==> src/cmas_pkg.sv <==
// Shared types, codes and helper functions for the CIGAR/MD alignment statistics block.
// No dependencies; imported by every module under src.
package cmas_pkg;

   localparam int LEN_W = 28;
   localparam int POS_W = 31;

   localparam logic [1:0] OP_CIGAR = 2'd0;
   localparam logic [1:0] OP_MD    = 2'd1;
   localparam logic [1:0] OP_EOR   = 2'd2;

   localparam logic [3:0] CIG_M   = 4'd0;
   localparam logic [3:0] CIG_I   = 4'd1;
   localparam logic [3:0] CIG_D   = 4'd2;
   localparam logic [3:0] CIG_S   = 4'd4;
   localparam logic [3:0] CIG_H   = 4'd5;
   localparam logic [3:0] CIG_EQ  = 4'd7;
   localparam logic [3:0] CIG_X   = 4'd8;

   localparam logic [1:0] MD_MATCH    = 2'd0;
   localparam logic [1:0] MD_MISMATCH = 2'd1;
   localparam logic [1:0] MD_DEL      = 2'd2;

   localparam logic [7:0] CHAR_0     = 8'h30;
   localparam logic [7:0] CHAR_9     = 8'h39;
   localparam logic [7:0] CHAR_CARET = 8'h5E;

   localparam logic [LEN_W-1:0] THRESH_RESET = LEN_W'(10);

   typedef struct packed {
      logic [1:0]       operation;
      logic [3:0]       cigar_op;
      logic [LEN_W-1:0] cigar_len;
      logic [7:0]       md_char;
      logic             unmapped;
   } item_type;

   typedef struct packed {
      logic step;
      logic clear;
   } ctl_type;

   function automatic logic [63:0] sat_add(logic [63:0] a, logic [63:0] b, logic [63:0] max);
      logic [64:0] s;
      s = {1'b0, a} + {1'b0, b};
      return (s > {1'b0, max}) ? max : s[63:0];
   endfunction

   function automatic logic [31:0] out_count(logic [63:0] v);
      return (v > 64'h0000_0000_FFFF_FFFF) ? 32'hFFFF_FFFF : v[31:0];
   endfunction

endpackage

==> src/cmas_cigar.sv <==
// CIGAR side: read position, aligned span, insertion and deletion totals.
// Depends on cmas_pkg.
module cmas_cigar #(
   parameter int COUNT_WIDTH = 32
) (
   input  logic                         clock,
   input  logic                         reset,
   input  cmas_pkg::ctl_type            ctl,
   input  cmas_pkg::item_type           item,
   input  logic [cmas_pkg::LEN_W-1:0]   threshold,
   output logic                         span_set,
   output logic [cmas_pkg::POS_W-1:0]   span_first,
   output logic [cmas_pkg::POS_W-1:0]   span_last,
   output logic [COUNT_WIDTH-1:0]       short_total,
   output logic [COUNT_WIDTH-1:0]       long_total,
   output logic [COUNT_WIDTH-1:0]       del_total
);
   import cmas_pkg::*;

   localparam logic [63:0] CNT_MAX = 64'({COUNT_WIDTH{1'b1}});

   logic [POS_W-1:0]       rpos_ff, rpos_in, rpos_adv;
   logic                   set_ff, set_in;
   logic [POS_W-1:0]       first_ff, first_in, last_ff, last_in;
   logic [COUNT_WIDTH-1:0] short_ff, short_in, long_ff, long_in, del_ff, del_in;
   logic [POS_W:0]         psum;
   logic [63:0]            len64;

   assign len64    = 64'(item.cigar_len);
   assign psum     = {1'b0, rpos_ff} + (POS_W + 1)'(item.cigar_len);
   assign rpos_adv = psum[POS_W] ? {POS_W{1'b1}} : psum[POS_W-1:0];

   always_comb begin
      rpos_in  = rpos_ff;
      set_in   = set_ff;
      first_in = first_ff;
      last_in  = last_ff;
      short_in = short_ff;
      long_in  = long_ff;
      del_in   = del_ff;
      if (ctl.clear) begin
         rpos_in  = '0;
         set_in   = 1'b0;
         short_in = '0;
         long_in  = '0;
         del_in   = '0;
      end else if (ctl.step && item.operation == OP_CIGAR) begin
         case (item.cigar_op)
            CIG_S, CIG_H: begin
               rpos_in = rpos_adv;
            end
            CIG_D: begin
               del_in = COUNT_WIDTH'(sat_add(64'(del_ff), len64, CNT_MAX));
            end
            CIG_I, CIG_M, CIG_EQ, CIG_X: begin
               if (item.cigar_op == CIG_I) begin
                  if (item.cigar_len >= threshold)
                     long_in = COUNT_WIDTH'(sat_add(64'(long_ff), len64, CNT_MAX));
                  else
                     short_in = COUNT_WIDTH'(sat_add(64'(short_ff), len64, CNT_MAX));
               end
               if (!set_ff) begin
                  set_in   = 1'b1;
                  first_in = rpos_ff;
               end
               rpos_in = rpos_adv;
               last_in = rpos_adv;
            end
            default: ;
         endcase
      end
   end

   always_ff @(posedge clock) begin
      if (reset) begin
         rpos_ff  <= '0;
         set_ff   <= 1'b0;
         short_ff <= '0;
         long_ff  <= '0;
         del_ff   <= '0;
      end else begin
         rpos_ff  <= rpos_in;
         set_ff   <= set_in;
         short_ff <= short_in;
         long_ff  <= long_in;
         del_ff   <= del_in;
      end
      first_ff <= first_in;
      last_ff  <= last_in;
   end

   assign span_set    = set_ff;
   assign span_first  = first_ff;
   assign span_last   = last_ff;
   assign short_total = short_ff;
   assign long_total  = long_ff;
   assign del_total   = del_ff;

endmodule

==> src/cmas_md.sv <==
// MD tag parser: match/mismatch/deletion state and the mismatch total.
// Depends on cmas_pkg.
module cmas_md #(
   parameter int COUNT_WIDTH = 32
) (
   input  logic                   clock,
   input  logic                   reset,
   input  cmas_pkg::ctl_type      ctl,
   input  cmas_pkg::item_type     item,
   output logic [COUNT_WIDTH-1:0] mismatch_closed
);
   import cmas_pkg::*;

   localparam logic [63:0] CNT_MAX = 64'({COUNT_WIDTH{1'b1}});

   logic [1:0]             mode_ff, mode_in;
   logic [31:0]            run_ff, run_in;
   logic [COUNT_WIDTH-1:0] total_ff, total_in, closed;
   logic                   is_digit, is_caret;

   assign is_digit = (item.md_char >= CHAR_0) && (item.md_char <= CHAR_9);
   assign is_caret = (item.md_char == CHAR_CARET);
   assign closed   = (mode_ff == MD_MISMATCH)
                     ? COUNT_WIDTH'(sat_add(64'(total_ff), 64'(run_ff), CNT_MAX)) : total_ff;

   always_comb begin
      mode_in  = mode_ff;
      run_in   = run_ff + 32'd1;
      total_in = total_ff;
      if (ctl.clear) begin
         mode_in  = MD_MATCH;
         run_in   = '0;
         total_in = '0;
      end else if (ctl.step && item.operation == OP_MD) begin
         if (is_digit) begin
            if (mode_ff != MD_MATCH) begin
               total_in = closed;
               mode_in  = MD_MATCH;
               run_in   = 32'd1;
            end
         end else if (is_caret) begin
            total_in = closed;
            mode_in  = MD_DEL;
            run_in   = 32'd1;
         end else if (mode_ff == MD_MATCH) begin
            mode_in = MD_MISMATCH;
            run_in  = 32'd1;
         end
      end else begin
         run_in = run_ff;
      end
   end

   always_ff @(posedge clock) begin
      if (reset) begin
         mode_ff  <= MD_MATCH;
         run_ff   <= '0;
         total_ff <= '0;
      end else begin
         mode_ff  <= mode_in;
         run_ff   <= run_in;
         total_ff <= total_in;
      end
   end

   assign mismatch_closed = closed;

endmodule

==> src/cigar_md_alignment_stats.sv <==
// Top level of the CIGAR/MD alignment statistics block: input register, threshold CSR,
// result register. Depends on cmas_pkg, cmas_cigar and cmas_md.
//
// Items are taken one per cycle at full rate while req_stall is low. Each accepted item
// is registered in the input register, then updates the per-record state. A result is
// captured into the result register when the end-of-record item in the input register
// advances. Stall on the result side holds the input only when an end-of-record item
// needs the occupied result register. Records marked unmapped produce no result.
module cigar_md_alignment_stats #(
   parameter int COUNT_WIDTH = 32
) (
   input  logic                          clock,
   input  logic                          reset,
   input  logic                          csr_wr_en,
   input  logic [cmas_pkg::LEN_W-1:0]    csr_wr_data,
   input  logic                          req_valid,
   output logic                          req_stall,
   input  logic [1:0]                    req_operation,
   input  logic [3:0]                    req_cigar_op,
   input  logic [cmas_pkg::LEN_W-1:0]    req_cigar_len,
   input  logic [7:0]                    req_md_char,
   input  logic                          req_unmapped,
   output logic                          rsp_valid,
   input  logic                          rsp_stall,
   output logic signed [31:0]            rsp_span_start,
   output logic signed [31:0]            rsp_span_end,
   output logic [30:0]                   rsp_span_length,
   output logic [31:0]                   rsp_mismatch_count,
   output logic [31:0]                   rsp_short_insertions,
   output logic [31:0]                   rsp_long_insertions,
   output logic [31:0]                   rsp_deleted_bases
);
   import cmas_pkg::*;

   logic [LEN_W-1:0]       thresh_ff;
   logic                   in_valid_ff, in_valid_in;
   item_type               item_ff;
   logic                   emit, adv, accept;
   ctl_type                ctl;
   logic                   span_set;
   logic [POS_W-1:0]       span_first, span_last;
   logic [COUNT_WIDTH-1:0] short_total, long_total, del_total, mis_total;
   logic                   rsp_valid_ff, rsp_valid_in;
   logic signed [31:0]     start_ff, end_ff;
   logic [30:0]            length_ff;
   logic [31:0]            mis_ff, short_ff, long_ff, del_ff;

   assign emit      = (item_ff.operation == OP_EOR) && !item_ff.unmapped;
   assign adv       = in_valid_ff && (!emit || !rsp_valid_ff || !rsp_stall);
   assign req_stall = in_valid_ff && !adv;
   assign accept    = req_valid && !req_stall;
   assign ctl.step  = adv;
   assign ctl.clear = adv && (item_ff.operation == OP_EOR);

   assign in_valid_in  = accept ? 1'b1 : (adv ? 1'b0 : in_valid_ff);
   assign rsp_valid_in = (adv && emit) ? 1'b1 : (rsp_stall ? rsp_valid_ff : 1'b0);

   always_ff @(posedge clock) begin
      if (reset) begin
         thresh_ff    <= THRESH_RESET;
         in_valid_ff  <= 1'b0;
         rsp_valid_ff <= 1'b0;
      end else begin
         if (csr_wr_en)
            thresh_ff <= csr_wr_data;
         in_valid_ff  <= in_valid_in;
         rsp_valid_ff <= rsp_valid_in;
      end
      if (accept) begin
         item_ff.operation <= req_operation;
         item_ff.cigar_op  <= req_cigar_op;
         item_ff.cigar_len <= req_cigar_len;
         item_ff.md_char   <= req_md_char;
         item_ff.unmapped  <= req_unmapped;
      end
      if (adv && emit) begin
         start_ff  <= span_set ? $signed({1'b0, span_first}) : -32'sd1;
         end_ff    <= span_set ? $signed({1'b0, span_last}) : -32'sd1;
         length_ff <= span_set ? 31'(span_last - span_first) : 31'd0;
         mis_ff    <= out_count(64'(mis_total));
         short_ff  <= out_count(64'(short_total));
         long_ff   <= out_count(64'(long_total));
         del_ff    <= out_count(64'(del_total));
      end
   end

   cmas_cigar #(.COUNT_WIDTH(COUNT_WIDTH)) u_cigar (
      .clock       (clock),
      .reset       (reset),
      .ctl         (ctl),
      .item        (item_ff),
      .threshold   (thresh_ff),
      .span_set    (span_set),
      .span_first  (span_first),
      .span_last   (span_last),
      .short_total (short_total),
      .long_total  (long_total),
      .del_total   (del_total)
   );

   cmas_md #(.COUNT_WIDTH(COUNT_WIDTH)) u_md (
      .clock           (clock),
      .reset           (reset),
      .ctl             (ctl),
      .item            (item_ff),
      .mismatch_closed (mis_total)
   );

   assign rsp_valid            = rsp_valid_ff;
   assign rsp_span_start       = start_ff;
   assign rsp_span_end         = end_ff;
   assign rsp_span_length      = length_ff;
   assign rsp_mismatch_count   = mis_ff;
   assign rsp_short_insertions = short_ff;
   assign rsp_long_insertions  = long_ff;
   assign rsp_deleted_bases    = del_ff;

   a_len_matches_span: assert property (@(posedge clock) disable iff (reset)
      rsp_valid_ff |-> rsp_span_length == 31'(rsp_span_end - rsp_span_start))
      else $error("span length disagrees with span bounds");

   a_span_both_unset: assert property (@(posedge clock) disable iff (reset)
      rsp_valid_ff && rsp_span_start == -32'sd1 |-> rsp_span_end == -32'sd1)
      else $error("span end set without span start");

   a_stall_needs_item: assert property (@(posedge clock) disable iff (reset)
      req_stall |-> in_valid_ff && emit && rsp_valid_ff)
      else $error("input stalled with no blocked result");

   a_no_emit_keeps_rsp: assert property (@(posedge clock) disable iff (reset)
      !(adv && emit) && rsp_valid_ff && rsp_stall |=> rsp_valid_ff && $stable(mis_ff))
      else $error("result register changed without a transfer");

endmodule
==> config.mk <==
export PLATFORM = sky130hd
export DESIGN_NAME = cigar_md_alignment_stats
export DESIGN_NICKNAME = d
export VERILOG_FILES = /design/src/cmas_pkg.sv /design/src/cmas_cigar.sv /design/src/cmas_md.sv /design/src/cigar_md_alignment_stats.sv
export SDC_FILE = /design/constraint.sdc
export NUM_CORES = 1
export LEC_CHECK = 0
export ABC_CLOCK_PERIOD_IN_PS = 17700
export BUFFER_PORTS_ARGS = -buffer_cell sky130_fd_sc_hd__buf_2
export CORE_MARGIN = 3
export CORE_UTILIZATION = 30
export CTS_CLUSTER_SIZE = 24
export DETAILED_ROUTE_END_ITERATION = 6
export PLACE_DENSITY = 0.47
export SLEW_MARGIN = 5
export SYNTH_ARGS = -nofsm -noshare
export SYNTH_HDL_FRONTEND = slang
export SYNTH_SLANG_ARGS = --single-unit
==> constraint.sdc <==
create_clock -name clock -period 17.7 [get_ports clock]
set_input_delay 1.77 -clock clock [delete_from_list [all_inputs] [get_ports clock]]
set_output_delay 1.77 -clock clock [all_outputs]
set_load 0.1 [all_outputs]
======== Word level (Yosys, flattened, before mapping) ========
Cells that the tools add are included.
Widths: inputs -> output; s select.
word-level totals
  register bits ........................... 552
  input port bits ......................... 76
  output and inout port bits .............. 225
operators by class
  $add $sub $neg .......................... 7
  order comparisons ....................... 7
  eq/ne operators ......................... 12
  mux-type cells .......................... 23
  bitwise operators ....................... 3
  reductions and logical operators ........ 36
operators by type and width
  kind                   count
  $mux 32                14
  $gt 33x32->1 const B   4
  $add 32x28->33         3
  $add 32x32->33         1
  $add 31x28->32         1
  $add 32x1->32 const B  1
  $mux 31                1
  $sub 31x31->31         1
  $ge 28x28->1           1
  $eq 4x3->1 const B     3
  $reduce_and 4->1       3
  $logic_and 1x1->1      9
  $reduce_and 3->1       3
  $eq 8x7->1 const B     1
  $ge 8x6->1 const B     1
  $le 8x6->1 const B     1
  $mux 2                 4
  $logic_not 1->1        6
  $reduce_and 2->1       3
  $reduce_bool 2->1      3
  $reduce_or 6->1        1
  $eq 2x1->1 const B     2
  $eq 4x1->1 const B     1
  $eq 4x2->1 const B     1
  12 further kinds       19

======== Logic depth before layout (Yosys ltp) ========
  depth in word-level cells ............... 11
  depth in mapped cells ................... 14
  depth with buffers taken out ............ 12

======== Hierarchy ========
A second synthesis with hierarchy kept.
second synthesis, totals
  cells, all modules ...................... 2773
  area, all modules ....................... 28785.1 um^2
by module, submodules not included
  module                    times used  cells an instance  area an instance (um^2)
  cmas_cigar                1           1435               12772.2
  cigar_md_alignment_stats  1           757                11405.9
  cmas_md                   1           581                4606.9

======== Least setup slack after synthesis ========
OpenSTA, ideal clock, no wires.
  path type ............................... input -> register
  start point ............................. in rsp_stall
  end point ............................... reg del_ff[0] (netlist: rsp_deleted_bases[0]) (enable)
  arrival time ............................ 12.435 ns
  required time ........................... 16.821 ns
  path slack .............................. 4.386 ns
  stages on the path ...................... 1
  path buffers ............................ 0
  cell sequence ........................... a21oi_1
between the ends
  word-level cells in the longest chain between the ends .. 4
RTL lines
  what                  RTL line                        text
  from (decl)           cigar_md_alignment_stats.sv:24  input logic rsp_stall,
  $logic_not 1->1       cigar_md_alignment_stats.sv:49  assign adv = in_valid_ff && (!emit || !rsp_valid_ff || !rsp_stall);
  $logic_or 1x1->1      cigar_md_alignment_stats.sv:49
  $logic_and 1x1->1     cigar_md_alignment_stats.sv:49
  $logic_and 1x1->1     cigar_md_alignment_stats.sv:76  if (adv && emit) begin
  to (signal assigned)  cigar_md_alignment_stats.sv:83  del_ff <= out_count(64'(del_total));
  to (decl)             cigar_md_alignment_stats.sv:46  logic [31:0] mis_ff, short_ff, long_ff, del_ff;
No other way between the ends.
A chain may end at the register's enable or synchronous reset.

======== Worst setup path after layout ========
  start point ............................. in rsp_stall
  end point ............................... out req_stall
between the ends
  word-level cells in the longest chain between the ends .. 5
RTL lines
  what               RTL line                        text
  $logic_not 1->1    cigar_md_alignment_stats.sv:49
  $logic_or 1x1->1   cigar_md_alignment_stats.sv:49
  $logic_and 1x1->1  cigar_md_alignment_stats.sv:49
  $logic_not 1->1    cigar_md_alignment_stats.sv:50  assign req_stall = in_valid_ff && !adv;
  $logic_and 1x1->1  cigar_md_alignment_stats.sv:50
  to (decl)          cigar_md_alignment_stats.sv:17  output logic req_stall,
No other way between the ends.

==> results.sh <==
export IMPL_post_cts_resized_instances=0
export IMPL_synth_cell_type_count=86
export IMPL_reg2reg_depth=10
export IMPL_synth_top_cells_by_area="sky130_fd_sc_hd__edfxtp_1 35%, sky130_fd_sc_hd__dfxtp_1 16%, sky130_fd_sc_hd__ha_1 8.9%, sky130_fd_sc_hd__a21oi_1 4.7%, sky130_fd_sc_hd__o21ai_0 3.6%"
export IMPL_netSwitchingPower_mw=0.7320
export IMPL_portBuffers=300
export IMPL_synth_xor_xnor_area_share_pct=4.900
export IMPL_gr_usage_all_layers_pct=17.44
export IMPL_clkSlewWorstSetupHoldPaths_ns=0.06
export IMPL_synth_warnings=0
export IMPL_clock_sinks=551
export IMPL_fin_ws_ns=13.17
export IMPL_clock_tree_htree_level_count=3
export IMPL_synth_compound_gate_area_share_pct=19.23
export IMPL_dp_cells=4205
export IMPL_cts_inserted_buffers=68
export IMPL_hpwl_um=64320
export IMPL_rsz_0062_raised_after_global_routing="false"
export IMPL_setup_worst_path_start_class="input pin"
export IMPL_grt_first_pass_wirelength_um=132500
export IMPL_layout_min_cycle_time_ns=4.528
export IMPL_clock_power_share_pct=47.5
export IMPL_maxSlewViolCount=0
export IMPL_grt_use_met3_pct=2.729
export IMPL_busiest_layer="met2"
export IMPL_min_delay_path_depth=0
export IMPL_synth_most_common_cell="sky130_fd_sc_hd__edfxtp_1"
export IMPL_gr_usage_met1_pct=23.88
export IMPL_layout_cell_area_non_filler_um2=33700
export IMPL_drt_drc_violations_left=0
export IMPL_drtAntennaViolNets=0
export IMPL_gp_congestion=0.8592
export IMPL_post_drt_wl_per_cell_um=20.39
export IMPL_path_max_fanout=3
export IMPL_combinationalPowerShare_pct=6.6
export IMPL_setup_viol_count_final=0
export IMPL_final_hold_viols=0
export IMPL_netlist_top_cell_by_area="sky130_fd_sc_hd__edfxtp_1"
export IMPL_end_kind="output pin"
export IMPL_drt_iter0_markers=1695
export IMPL_first_global_vias=21780
export IMPL_clk_insertion_delay_late_ns=0.62
export IMPL_crit_arrival_ns=2.76
export IMPL_clock_root_buffer="sky130_fd_sc_hd__clkbuf_16"
export IMPL_chipHeight_um=313.8
export IMPL_rows=112
export IMPL_vdd_ir_drop_worst_v=0.00005436
export IMPL_worst_slew_pin_slew_ns=1.184
export IMPL_fin_cells=4332
export IMPL_synth_edf_count=327
export IMPL_number_of_nets_in_the_final_layout=3306
export IMPL_antenna_found_initial=6
export IMPL_synth_flop_cell="sky130_fd_sc_hd__edfxtp_1"
export IMPL_layout_worst_path_cycle_share_pct=25.58
export IMPL_synth_ff_latch_count=551
export IMPL_sequentialPowerShare_pct=45.9
export IMPL_yosys_area_share_simple_pct=11.73
export IMPL_power_leakage_nw=13.46
export IMPL_placed_area_um2=31330
export IMPL_syn_num_nets=3007
export IMPL_sequential_fraction_of_the_synthesis_area_pct=50.33
export IMPL_post_synth_most_frequent_cells="327 x sky130_fd_sc_hd__edfxtp_1, 269 x sky130_fd_sc_hd__a21oi_1, 224 x sky130_fd_sc_hd__dfxtp_1"
export IMPL_hold_path_startpoint="u_cigar.del_total[17]$_SDFFE_PP0P_"
export IMPL_cts_max_path_buffers=3
export IMPL_postSynthAreaPerCell_um2=10.44
export IMPL_via_per_inst=5.143
export IMPL_rr_startpoint="item_ff[24]$_DFFE_PP_"
export IMPL_total_die_area_um2=98470
export IMPL_vias=22280
export IMPL_drtPass1Iterations=6
export IMPL_synth_adder_area_share_pct=9.359
export IMPL_min_delay_path_class="register to register"
export IMPL_run_status="finished clean"
export IMPL_cts_tree="done"
export IMPL_yosys_mux_area_fraction_pct=1.343
export IMPL_finalCoreUtilization_pct=36.00
export IMPL_start_util_pct=30.36
export IMPL_drv_cap=0
export IMPL_pin_count=301
export IMPL_critPathKind="input pin to output pin"
export IMPL_cts_post_setup_buffers_inserted=0
export IMPL_worstPathRequired_ns=15.93
export IMPL_cellPowerDensity_nw_per_um2=90.39
export IMPL_met2_routing_resource_usage_after_global_routing_pct=28.13
export IMPL_grt_max_degree=72
export IMPL_fmaxAchievable_mhz=220.9
export IMPL_async_reset_ff_share_pct=0
export IMPL_cellInternalPower_mw=2.314
export IMPL_grt_overflow_total=0
export IMPL_totalWireLength_um=88320
export IMPL_largest_clock_skew_in_the_final_design_ns=0.03914
export IMPL_worstSetupStartpoint="rsp_stall"
export IMPL_syn_cell_area_um2=28420
export IMPL_max_slew_margin_rel_pct=20.90
export IMPL_syn_instance_count=2722
export IMPL_hold_buffers=0
export IMPL_largest_family_of_logic_cells_by_synthesized_area="compound AO/OA/AOI/OAI gates"
export IMPL_detailedPlace_worstSlack_ns=13.18
export IMPL_area_delta_synth_final_pct=18.56
export IMPL_final_fill_count=9448
export IMPL_die_w_um=313.8
export IMPL_synth_top_area_share_pct=34.55
export IMPL_final_setup_tns_ns=0
export IMPL_power_switching_fraction_pct=24.03
export IMPL_drive_gt1_share_pct=15.44
export IMPL_floorplan_core_area_um2=93610
routing by layer:
metal / vias to the layer above / routed length, µm
li1: 10730 / -
met1: 10740 / 40980
met2: 674 / 40120
met3: 134 / 4709
met4: 0 / 2515
met5: - / 0
placed cells by master, fill, tap and decap left out, drive strengths merged, types with 19 or more instances in the layout:
master / netlist / routed
edfxtp: 327 / 327
buf: 20 / 321
a21oi: 270 / 270
dfxtp: 224 / 224
o21ai: 211 / 211
ha: 203 / 203
nor2: 201 / 201
nand2: 173 / 173
inv: 132 / 133
clkbuf: 72 / 103
xor2: 89 / 89
a21o: 76 / 76
xnor2: 70 / 70
nand2b: 60 / 60
nand3: 59 / 59
nor3: 39 / 39
mux2i: 37 / 37
a31oi: 35 / 35
and3: 34 / 34
a211oi: 30 / 30
o221a: 29 / 29
o22a: 27 / 27
o211ai: 25 / 25
nand4: 24 / 24
nor2b: 24 / 24
o21a: 21 / 21
o21bai: 19 / 19
state kept, by name (all words and copies together), names as in the netlist, 2 cells and up:
| name | cells |
|---|---|
| rsp_long_insertions | 32 |
| u_md.mode_ff | 2 |
| u_cigar.rpos_ff | 31 |
| u_cigar.long_total | 32 |
| rsp_span_length | 31 |
| u_cigar.del_total | 32 |
| item_ff | 43 |
| rsp_span_end | 31 |
| rsp_span_start | 32 |
| thresh_ff | 28 |
| u_cigar.short_total | 32 |
| u_md.run_ff | 32 |
| u_md.total_ff | 32 |
| rsp_short_insertions | 32 |
| rsp_mismatch_count | 32 |
| u_cigar.span_last | 31 |
| rsp_deleted_bases | 32 |
| u_cigar.span_first | 31 |
power groups by stage:
stage               clock network (mW)  logic [mW]  registers, mW
global placement                     0       0.198           1.42
global route                      1.54       0.219           1.40
detailed placement                   0       0.201           1.43
finish                            1.45       0.202           1.40
floorplan                            0       0.100           1.46
CTS                               1.49       0.202           1.40
metrics by stage:
step           power (mW)  hold slack, ns
5_1_grt             3.156          0.4782
6_report            3.046          0.4621
3_3_place_gp        1.622          0.4478
3_5_place_dp        1.626          0.4469
4_1_cts             3.094          0.4607
2_1_floorplan       1.559          0.4064
cells by family (layout without fill, tap and decap cells):
group                    Yosys count  after routing
AO/OA/AOI/OAI                    851            851
AND/OR/NAND/NOR                  689            689
flip-flops                       551            551
buffers and inverters            225            579
adder cells (fa/ha/maj)          209            209
XOR/XNOR                         159            159
multiplexers                      38             38
other                              0              2
worst max-delay path, cell delays in order:
cell	delay [ns]
sky130_fd_sc_hd__buf_2	0.12
sky130_fd_sc_hd__nand2_1	0.10
sky130_fd_sc_hd__nor2_1	0.28
sky130_fd_sc_hd__buf_2	0.49
cell type report:
type	instances	area, µm²	area share [%]
Antenna cell	2	5.005	0.01485
Inverter	133	499.2	1.482
Clock buffer	103	2062	6.119
Multi-Input combinational cell	1946	13310	39.49
Sequential cell	551	14310	42.45
Timing Repair Buffer	321	1659	4.924
Clock inverter	22	291.5	0.8652
Tap cell	1254	1569	4.656
worst paths after layout:
path	endpoint	slack [ns]
worst max-delay path	req_stall	13.17
worst min-delay path	rsp_deleted_bases[17]$_DFFE_PP_	0.46
worst max register to register	u_cigar.short_total[1]$_SDFFE_PP0P_	13.36
worst min register to register	rsp_deleted_bases[17]$_DFFE_PP_	0.46
No activity file was read; power rests on OpenSTA's default activity.
